==> config.mk <==
export PLATFORM = sky130hd
export DESIGN_NAME = mrc_frame_eval
export DESIGN_NICKNAME = d
export VERILOG_FILES = /design/src/mrc_pkg.sv /design/src/mrc_frame_eval.sv
export SDC_FILE = /design/constraint.sdc
export NUM_CORES = 1
export LEC_CHECK = 0
export BUFFER_PORTS_ARGS = -buffer_cell sky130_fd_sc_hd__buf_2
export CAP_MARGIN = 15
export CORE_MARGIN = 1.5
export CORE_UTILIZATION = 50
export CTS_BUF_LIST = sky130_fd_sc_hd__clkbuf_8
export DETAILED_ROUTE_END_ITERATION = 8
export GPL_TIMING_DRIVEN = 0
export PLACE_DENSITY = 0.71
export REMOVE_ABC_BUFFERS = 1
export SLEW_MARGIN = 20
export SYNTH_ARGS = -nofsm -noshare
export SYNTH_HDL_FRONTEND = slang
export SYNTH_SLANG_ARGS = --single-unit
==> constraint.sdc <==
create_clock -name i_clk -period 5.35 [get_ports i_clk]
set_input_delay 1.07 -clock i_clk [delete_from_list [all_inputs] [get_ports i_clk]]
set_output_delay 1.07 -clock i_clk [all_outputs]
set_load 0.005 [all_outputs]
==> src/mrc_pkg.sv <==
// ----------------------------------------------------------------------------
// mrc_pkg
// Shared types, status codes and the CRC-16 byte update for the Modbus RTU
// response checker.
// ----------------------------------------------------------------------------
package mrc_pkg;

    typedef struct packed {
        logic [7:0] rx_byte;
        logic       end_of_frame;
    } t_in_beat;

    typedef struct packed {
        logic [1:0]  status;
        logic [7:0]  frame_length;
        logic [31:0] value_word;
        logic [15:0] second_word;
        logic [15:0] third_word;
    } t_out_beat;

    localparam logic [1:0] ST_GOOD    = 2'd0;
    localparam logic [1:0] ST_SHORT   = 2'd1;
    localparam logic [1:0] ST_CRC_BAD = 2'd2;

    localparam logic [15:0] CRC_PRESET       = 16'hFFFF;
    localparam logic [15:0] CRC_POLY         = 16'hA001;
    localparam logic [7:0]  MIN_LENGTH_RESET = 8'd9;
    localparam logic [7:0]  COUNT_MAX        = 8'hFF;

    // Reflected CRC-16 update for one byte, unrolled over its eight bits.
    function automatic logic [15:0] crc_byte(input logic [15:0] crc, input logic [7:0] b);
        logic [15:0] c;
        c = crc ^ {8'h00, b};
        for (int k = 0; k < 8; k++) begin
            if (c[0]) begin
                c = (c >> 1) ^ CRC_POLY;
            end else begin
                c = c >> 1;
            end
        end
        return c;
    endfunction

endpackage

==> src/mrc_frame_eval.sv <==
// ----------------------------------------------------------------------------
// mrc_frame_eval
// Per-frame state: delay line, CRC, byte count and data captures, plus the
// end-of-frame status and result word evaluation.
// ----------------------------------------------------------------------------
module mrc_frame_eval (
    input  logic              i_clk,
    input  logic              i_rst_n,
    input  logic              i_fire,
    input  mrc_pkg::t_in_beat i_beat,
    input  logic [7:0]        i_min_length,
    output mrc_pkg::t_out_beat o_result
);
    import mrc_pkg::*;

    logic [15:0] r_crc,  n_crc;
    logic [7:0]  r_dly0, n_dly0;
    logic [7:0]  r_dly1, n_dly1;
    logic [7:0]  r_count, n_count;
    logic [31:0] r_long, n_long;
    logic [15:0] r_mid,  n_mid;
    logic [15:0] r_tail, n_tail;
    logic [1:0]  n_status;

    always_comb begin
        // The CRC trails the input by two bytes, fed from the delay line.
        n_crc  = (r_count >= 8'd2) ? crc_byte(r_crc, r_dly1) : r_crc;
        n_dly1 = r_dly0;
        n_dly0 = i_beat.rx_byte;

        n_long = r_long;
        n_mid  = r_mid;
        n_tail = r_tail;
        if (r_count >= 8'd3 && r_count <= 8'd6) begin
            n_long = {r_long[23:0], i_beat.rx_byte};
        end else if (r_count == 8'd15 || r_count == 8'd16) begin
            n_mid = {r_mid[7:0], i_beat.rx_byte};
        end else if (r_count == 8'd19 || r_count == 8'd20) begin
            n_tail = {r_tail[7:0], i_beat.rx_byte};
        end

        n_count = (r_count == COUNT_MAX) ? r_count : r_count + 8'd1;

        if (n_count < i_min_length) begin
            n_status = ST_SHORT;
        end else if (n_crc[7:0] == n_dly1 && n_crc[15:8] == n_dly0) begin
            n_status = ST_GOOD;
        end else begin
            n_status = ST_CRC_BAD;
        end

        o_result.status       = n_status;
        o_result.frame_length = n_count;
        o_result.value_word   = (n_status == ST_GOOD) ? n_long : 32'd0;
        o_result.second_word  = (n_status == ST_GOOD) ? n_mid  : 16'd0;
        o_result.third_word   = (n_status == ST_GOOD) ? n_tail : 16'd0;
    end

    always_ff @(posedge i_clk) begin
        if (!i_rst_n || (i_fire && i_beat.end_of_frame)) begin
            r_crc   <= CRC_PRESET;
            r_dly0  <= 8'd0;
            r_dly1  <= 8'd0;
            r_count <= 8'd0;
            r_long  <= 32'd0;
            r_mid   <= 16'd0;
            r_tail  <= 16'd0;
        end else if (i_fire) begin
            r_crc   <= n_crc;
            r_dly0  <= n_dly0;
            r_dly1  <= n_dly1;
            r_count <= n_count;
            r_long  <= n_long;
            r_mid   <= n_mid;
            r_tail  <= n_tail;
        end
    end

endmodule

==> flow_summary.ini, run 1 <==
[floorplan]
placementRows = 41
chipHeight_um = 117
initial_core_util_pct = 51.3
core-area_um2 = 12600
io_pins = 94
die_w_um = 117
die_area_um2 = 13600

[route]
via_count = 5595
viasPerCell = 5.68
wl_um = 15500
wire_per_inst_um = 15.8
drt-pass1-iter-count = 4
ant_nets = 0
drc = 0
initialDrtViolationCount = 409

[clock_network]
clock-root-buffer = clkbuf_8
cts_hold_buffers = 0
clock_latency_ns = 0.39
tritoncts = built
cts_num_sinks = 104
clk_pin_slew_ns = 0.10
htreeDepth = 3
clock_path_buffers = 2
cts_buffers = 9

[final_layout]
antennaDiodeCount = 0
drive_above_1_share_pct = 24.2
fin_nets = 839
syn2layout_area_growth_pct = 13.4
utilization_pct = 58.1

[setup_path]
end_kind = output port
slowest_stage = a2111o_2
crit_type = reg2out
crit_path_start_kind = register
worstPathMaxFanout = 12
crit_arrival_ns = 4.04
path_cells = inv_1, ha_1, or4_4, nor2_1, a221oi_1, a311oi_1, nand4b_1, a2111o_2, nor4_1, buf_2
crit_required_ns = 4.28
slowest_delay_ns = 0.62

[power_and_ir_drop]
power_density_nw_per_um2 = 206
vdd_ir_drop_max_mv = 0.167
p_int_w = 0.00109
swShare_pct = 27.7
p_sw_w = 0.000418
seqPwrFrac_pct = 52.4
power_frac_clock_pct = 33.9
combinationalPowerShare_pct = 13.7
leakagePower_nw = 2.89

[logic_synthesis]
synth_area_um2 = 6470
yosysSeqAreaShare_pct = 32.2
yosysTopAreaCellShare_pct = 32.2
yosysWarnings = 0
ys_types = 46
synth_ff_type = dfxtp_1
synth_top_area_cell = dfxtp_1
synth_top_cells_by_area = dfxtp_1 32%, mux2i_1 13%, nor4_2 10%
avgSynthCellArea_um2 = 8.53
synth-edff-count = 0
syn-instance-count = 759
ys_ff_latch = 104
async_reset_ff_share_pct = 0

[placement]
numPortBuffers = 93
routabilityCongestion = 0.842
dp_hpwl_um = 10900

[sta]
rsz0062_at_grt = false
finalHoldViolCount = 0
relSlewSlack_pct = 26.8
fin_skew_ns = 0.0171
post-route-period-util_pct = 95.5
timing.final.crit_period_ns = 5.11
finalSetupViolCount = 0
worst_slew_pin_slew_ns = 1.09
max_clock_freq_mhz = 196
hold_ws_ns = 0.459
slew_violations = 0

[grt]
grt_usage_pct = 23.1
grt_pass1_vias = 5169
grt-ovfl-total = 0
antenna_found_initial = 0
grt_pass1_wl_um = 25100
grt_max_degree = 67

[hold_path]
hp-class = reg2reg

[job]
drv_cap = 0

[run_status]
status = finished, final reports clean
cells in the mapped netlist, drive strengths merged (2+ instances only):
| library cell | instances |
|---|---|
| nand2 | 155 |
| dfxtp | 104 |
| mux2i | 85 |
| a21oi | 79 |
| nor4 | 68 |
| clkbuf | 47 |
| nor2 | 46 |
| buf | 25 |
| xnor2 | 25 |
| nand3 | 15 |
| inv | 13 |
| xor2 | 12 |
| o21ai | 11 |
| ha | 10 |
| o211ai | 10 |
| xnor3 | 9 |
| nand4 | 5 |
| and3 | 4 |
| nor2b | 4 |
| a21o | 3 |
| and2 | 3 |
| and4 | 3 |
| or4 | 3 |
| a221oi | 2 |
| a31oi | 2 |
| nand4b | 2 |
| nor3 | 2 |
| or3 | 2 |
final timing paths:
path | start | end | slack (ns) | cells after the start
worst max-delay path | r_count[0]$_SDFFE_PP0P_ | o_result[13] | 0.24 | 10
worst min-delay path | r_long[26]$_SDFFE_PP0P_ | r_long[26]$_SDFFE_PP0P_ | 0.46 | 2
worst max register to register | r_count[7]$_SDFFE_PP0P_ | r_tail[14]$_SDFFE_PP0P_ | 1.82 | 5
worst min register to register | r_long[26]$_SDFFE_PP0P_ | r_long[26]$_SDFFE_PP0P_ | 0.46 | 2
cell usage in the layout, fill, tap and decap left out, drive strengths merged, types with 3 or more instances in the layout:
master / instances
nand2: 155
buf: 111
dfxtp: 104
mux2i: 85
a21oi: 79
nor4: 68
nor2: 46
xnor2: 25
nand3: 15
inv: 15
xor2: 12
o21ai: 11
o211ai: 10
ha: 10
clkbuf: 10
xnor3: 9
nand4: 5
and3: 4
nor2b: 4
and4: 3
a21o: 3
and2: 3
or4: 3
worst max-delay path, delay by kind of cell, from the launching register on:
kind / cells / cell delay (ns)
and+or+nand+nor: 4 / 1.64
AOI/OAI and AO/OA: 3 / 1.04
DFF: 1 / 0.39
buffers and inverters: 2 / 0.33
adders and majority gates: 1 / 0.25
final cells by class:
type,instances,area [um2]
inverter,13,48.8
multi-input combinational,570,4060
tap,172,215
sequential,104,2080
clock buffer,10,138
timing repair buffer,111,729
clock inverter,5,63.8
fill,1122,5280
routing by layer:
layer	wire (um)	part of all wire (%)	global-route usage, %
met5	0	0	0
met4	176	1.1	5.70
met3	670	4.3	5.14
met2	7700	50	39.8
met1	6970	45	29.4
sequential cells by signal, summed over array words and instances (netlist names):
name / flops
r_long: 32
n_dly1: 8
r_count: 8
r_tail: 16
r_dly1: 8
r_mid: 16
r_crc: 16
kinds of logic after synthesis:
family	count (synthesis)	share of synthesized area (%)
simple gates	315	28.0
compound gates	114	9.90
flops	104	32.2
buf+inv	85	5.97
mux	85	13.1
xor+xnor	46	8.84
fa+ha+maj	10	1.93
stage by stage:
stage	TNS [ns]	setup slack [ns]	cells	total power [W]	instance area, um2
after global placement	-468.09	-7.01	952	0.000986	6810
after detailed placement	0	0.488	970	0.00102	7120
final	0	0.242	985	0.00151	7340
after CTS	0	0.0353	985	0.00152	7320
after floorplan	-267.05	-4.31	687	0.000935	6130
after global routing	0	0.0185	985	0.00158	7340
what timing repair did:
action                     4_1_cts  5_1_grt
setup endpoints to repair        0       62
gates resized for setup          0        5
buffers inserted                 0        0
power by group through the flow:
stage,sequential (W),combinational (W),clock [W]
floorplan,0.000808,0.000127,0
finish,0.000793,0.000207,0.000513
global route,0.000794,0.000226,0.000555
detailed placement,0.000811,0.000204,0
CTS,0.000793,0.000205,0.000523
global placement,0.000810,0.000176,0
Power figures use the tool's default switching activity.
==> run 2, diff against run 1 <==
==> constraint.sdc (replaced) <==
create_clock -name i_clk -period 5.35 [get_ports i_clk]
set_input_delay 0.8025 -clock i_clk [delete_from_list [all_inputs] [get_ports i_clk]]
set_output_delay 0.8025 -clock i_clk [all_outputs]
set_load 0.005 [all_outputs]
==> run 2 against run 1 <==
Critical path depth rose by 2. Cell area shrank 0.15%. Flip-flop and latch count unchanged. Utilization fell by 0.089 points. Highest routed layer unchanged.
==> flow_summary.ini, run 2 (same netlist as run 1, synthesis figures left out) <==
[run_status]
status = finished, final reports clean

[sta]
finalHoldViolCount = 0
fin_skew_ns = 0.0155
worst_slew_pin_slew_ns = 1.08
slew_violations = 0
max_clock_freq_mhz = 201
post-route-period-util_pct = 93.0
rsz0062_at_grt = false
layout_setup_ws_ns = 0.374
tns_ns = 0
finalSetupViolCount = 0
relSlewSlack_pct = 27.5
timing.final.crit_period_ns = 4.98

[setup_path]
crit_required_ns = 4.55
crit_arrival_ns = 4.17
worstPathMaxFanout = 13
worstReg2RegStart = r_count[7]$_SDFFE_PP0P_
crit_type = reg2out
end_kind = output port
crit_start = r_count[4]$_SDFFE_PP0P_
crit_path_start_kind = register

[power_and_ir_drop]
p_total_w = 0.00151
power_density_nw_per_um2 = 206
vdd_ir_drop_max_mv = 0.165
leakagePower_nw = 2.88

[grt]
grt_usage_pct = 23.1
grt-ovfl-total = 0
antenna_found_initial = 0
grt_pass1_wl_um = 25100
grt_max_degree = 67
grt_pass1_vias = 5169

[clock_network]
clock_latency_ns = 0.39
cts_buffers = 9
tritoncts = built
clk_pin_slew_ns = 0.10
cts_hold_buffers = 0
clock-root-buffer = clkbuf_8
clock_path_buffers = 2
htreeDepth = 3
cts_num_sinks = 104

[route]
drt-pass1-iter-count = 4
viasPerCell = 5.65
ant_nets = 0
drc = 0
wl_um = 15400
wire_per_inst_um = 15.7
initialDrtViolationCount = 391
via_count = 5567

[floorplan]
die_area_um2 = 13600
initial_core_util_pct = 51.3
io_pins = 94
core-area_um2 = 12600
chipHeight_um = 117
die_w_um = 117
placementRows = 41

[final_layout]
fin_nets = 839
drive_above_1_share_pct = 24.0
regMostFlops = r_long
syn2layout_area_growth_pct = 13.2
fin_area_um2 = 7330
layout_common_cells = 152 x nand2_1, 104 x dfxtp_1, 93 x buf_2, 85 x mux2i_1, 79 x a21oi_1
final_common_cell = nand2_1
antennaDiodeCount = 0
largest_register_ffs = 32
utilization_pct = 58.1

[hold_path]
hold_start = r_long[26]$_SDFFE_PP0P_
hp-class = reg2reg

[placement]
numPortBuffers = 93
dpl_cell_area_um2 = 7120
dp_hpwl_um = 10900
place_worst_setup_slack_ns = 0.756
routabilityCongestion = 0.842

[job]
drv_cap = 0
[run 2: cell counts in the layout (fill, tap and decap cells not counted)]
Identical to the previous run, type by type.
[run 2: where the power goes]
part / switching [W] / internal, W
Sequential: 0.0000101 / 0.000783
Combinational: 0.000126 / 0.0000805
Clock: 0.000278 / 0.000231
[run 2: final timing paths]
path,to,slack [ns],cells past startpoint
max reg2reg,r_tail[14]$_SDFFE_PP0P_,1.81,5
max,o_result[73],0.37,12
min reg2reg,r_long[26]$_SDFFE_PP0P_,0.46,2
min,r_long[26]$_SDFFE_PP0P_,0.46,2
[run 2: worst max-delay path, stage by stage, from the launching register on]
cell and delay [ns]:
dfxtp_1 0.68, and4_1 0.38, nand4_1 0.31, o21ai_0 0.40, ha_1 0.30, a21oi_1 0.13, o21ai_0 0.16, a221oi_4 0.46
buf_6 0.25, buf_6 0.21, buf_8 0.18, o21ba_2 0.17, buf_2 0.12
[run 2: metal layers]
layer,vias up,wire [um],global-route usage (%)
met5,-,0,0
met4,0,167,5.70
met3,14,636,5.14
met2,117,7670,39.8
met1,2689,6950,29.4
li1,2747,-,-
[run 2: layout make-up]
type                    count  area (um2)
clock buffers              10         138
clock inverters             5        63.8
fillers                  1124        5290
inverters                  13        48.8
multi-input cells         570        4050
flip-flops and latches    104        2080
well taps                 172         215
repair buffers            111         729
[run 2: repair_timing]
| action | CTS | global route |
|---|---|---|
| endpoints found under the hold margin | 0 | 0 |
| setup buffers | 0 | 0 |
| gates resized for setup | 0 | 1 |
| endpoints found under the setup margin | 0 | 9 |
[run 2: per-stage QoR]
stage / cells / hold WS, ns
global placement: 952 / 0.441
finish: 985 / 0.459
detailed placement: 970 / 0.448
global route: 985 / 0.480
floorplan: 687 / 0.436
CTS: 985 / 0.462
==> run 3, diff against run 2 <==
BUFFER_PORTS_ARGS = not set   (was -buffer_cell sky130_fd_sc_hd__buf_2)
CORE_UTILIZATION = 45   (was 50)
DONT_BUFFER_PORTS = 1   (was not set)
PLACE_DENSITY = not set   (was 0.71)
==> run 3 against run 2 <==
Fmax barely moved. Sequential power barely moved. Non-clock buffer count fell by 93. Via count fell by 8.5%. Routed wire length fell by 1.4%. Critical path depth fell by 3. Cell area fell by 6.5%. Worst hold slack improved by 0.0027 ns. Utilization fell by 8.9 points. Global-route usage fell by 2.9 points. Die area rose by 11%.
==> flow_summary.ini, run 3 (same netlist as run 1, synthesis figures left out) <==
[setup_path]
end_kind = output port
slowest_delay_ns = 0.67
worstPathMaxFanout = 24
slowest_stage = a2111o_2
ff2ff_path_depth = 8
crit_family = simple AND/OR/NAND/NOR gates
path_cells = inv_1, ha_1, nor4_2, nand2_1, a311oi_1, nand4b_1, a2111o_2, buf_16, nor4_1
crit_required_ns = 4.55
crit_buf_inv = 2
crit_path_start_kind = register
crit_arrival_ns = 4.17
crit_type = reg2out
cp.depth = 9

[sta]
relSlewSlack_pct = 34.0
finalHoldViolCount = 0
worst_slew_pin_slew_ns = 0.990
tns_ns = 0
post-route-period-util_pct = 93.0
slew_violations = 0
timing.final.crit_period_ns = 4.97
rsz0062_at_grt = false
hold_ws_ns = 0.461
max_clock_freq_mhz = 201
layout_setup_ws_ns = 0.376
fin_skew_ns = 0.0182
finalSetupViolCount = 0

[floorplan]
io_pins = 94
chipHeight_um = 123
die_w_um = 123
core-area_um2 = 13900
die_area_um2 = 15100
initial_core_util_pct = 46.4
placementRows = 43

[clock_network]
htreeDepth = 3
cts_hold_buffers = 0
cts_num_sinks = 104
clock-root-buffer = clkbuf_8
tritoncts = built
ctsResizeCount = 0
postCtsSetupBuffers = 0
clk_pin_slew_ns = 0.10
clock_path_buffers = 2
cts_buffers = 9
clock_latency_ns = 0.39

[run_status]
status = finished, final reports clean

[final_layout]
fin_nets = 746
final_common_cell = nand2_1
regMostFlops = r_long
drive_above_1_share_pct = 14.3
layout_common_cells = 153 x nand2_1, 104 x dfxtp_1, 85 x mux2i_1, 79 x a21oi_1, 51 x nor4_2
largest_register_ffs = 32
syn2layout_area_growth_pct = 5.86
antennaDiodeCount = 0

[route]
drc = 0
drt-pass1-iter-count = 4
viasPerCell = 5.66
wire_per_inst_um = 16.9
initialDrtViolationCount = 339
ant_nets = 0
via_count = 5092
wl_um = 15200

[placement]
place_worst_setup_slack_ns = 0.790
routabilityCongestion = 0.816
dp_hpwl_um = 10700
numPortBuffers = 0

[power_and_ir_drop]
vdd_ir_drop_max_mv = 0.149
power_density_nw_per_um2 = 215
leakagePower_nw = 2.39
p_total_w = 0.00147

[grt]
grt_pass1_vias = 4545
grt_pass1_wl_um = 23700
grt-ovfl-total = 0
antenna_found_initial = 0
grt_usage_pct = 20.2
grt_max_degree = 57

[job]
drv_cap = 0

[hold_path]
hp-class = reg2reg
hold_path_depth = 2
run 3: cell count changes in the layout (fill, tap and decap cells not counted), sizes merged:
cell	previous run	this run
inv	15	14
buf	111	18
run 3: power by group:
| part | leakage, nW | internal [W] | total (W) | switching [W] |
|---|---|---|---|---|
| Clock | 0.0948 | 0.000227 | 0.000500 | 0.000273 |
| Combinational | 1.45 | 0.0000750 | 0.000180 | 0.000105 |
| Sequential | 0.840 | 0.000782 | 0.000793 | 0.0000101 |
| Total | 2.39 | 0.00108 | 0.00147 | 0.000388 |
run 3: tightest hold or removal path: stages (launching register included):
cell     delay (ns)
dfxtp_1        0.32
nand2_1        0.05
a21oi_1        0.05
run 3: metrics by stage:
stage,area (um2),std cells,utilization [%]
floorplan,6130,687,-
global placement,6360,867,45.6
detailed placement,6650,885,47.7
CTS,6840,899,49.1
global route,6850,899,49.2
finish,6850,899,49.2
run 3: area by class of cell:
cell class                      count  area [um2]
Sequential cell                   104        2080
Clock inverter                      4        55.1
Multi-Input combinational cell    570        4060
Clock buffer                       10         138
Tap cell                          180         225
Inverter                           13        48.8
Fill cell                        1336        7080
Timing Repair Buffer               18         244
run 3: final timing paths:
| check | from | end | slack, ns |
|---|---|---|---|
| min | r_tail[12]$_SDFFE_PP0P_ | r_tail[12]$_SDFFE_PP0P_ | 0.46 |
| max reg2reg | r_count[1]$_SDFFE_PP0P_ | r_mid[4]$_SDFFE_PP0P_ | 2.17 |
| min reg2reg | r_tail[12]$_SDFFE_PP0P_ | r_tail[12]$_SDFFE_PP0P_ | 0.46 |
| max | r_count[0]$_SDFFE_PP0P_ | o_result[9] | 0.38 |
run 3: routing by layer:
layer  up-vias  part of all wire, %  track usage [%]
li1       2567                    -                -
met3        11                  6.0             4.34
met1      2391                   45             26.7
met4         0                  1.4             4.58
met2       123                   48             33.8
met5         -                    0                0
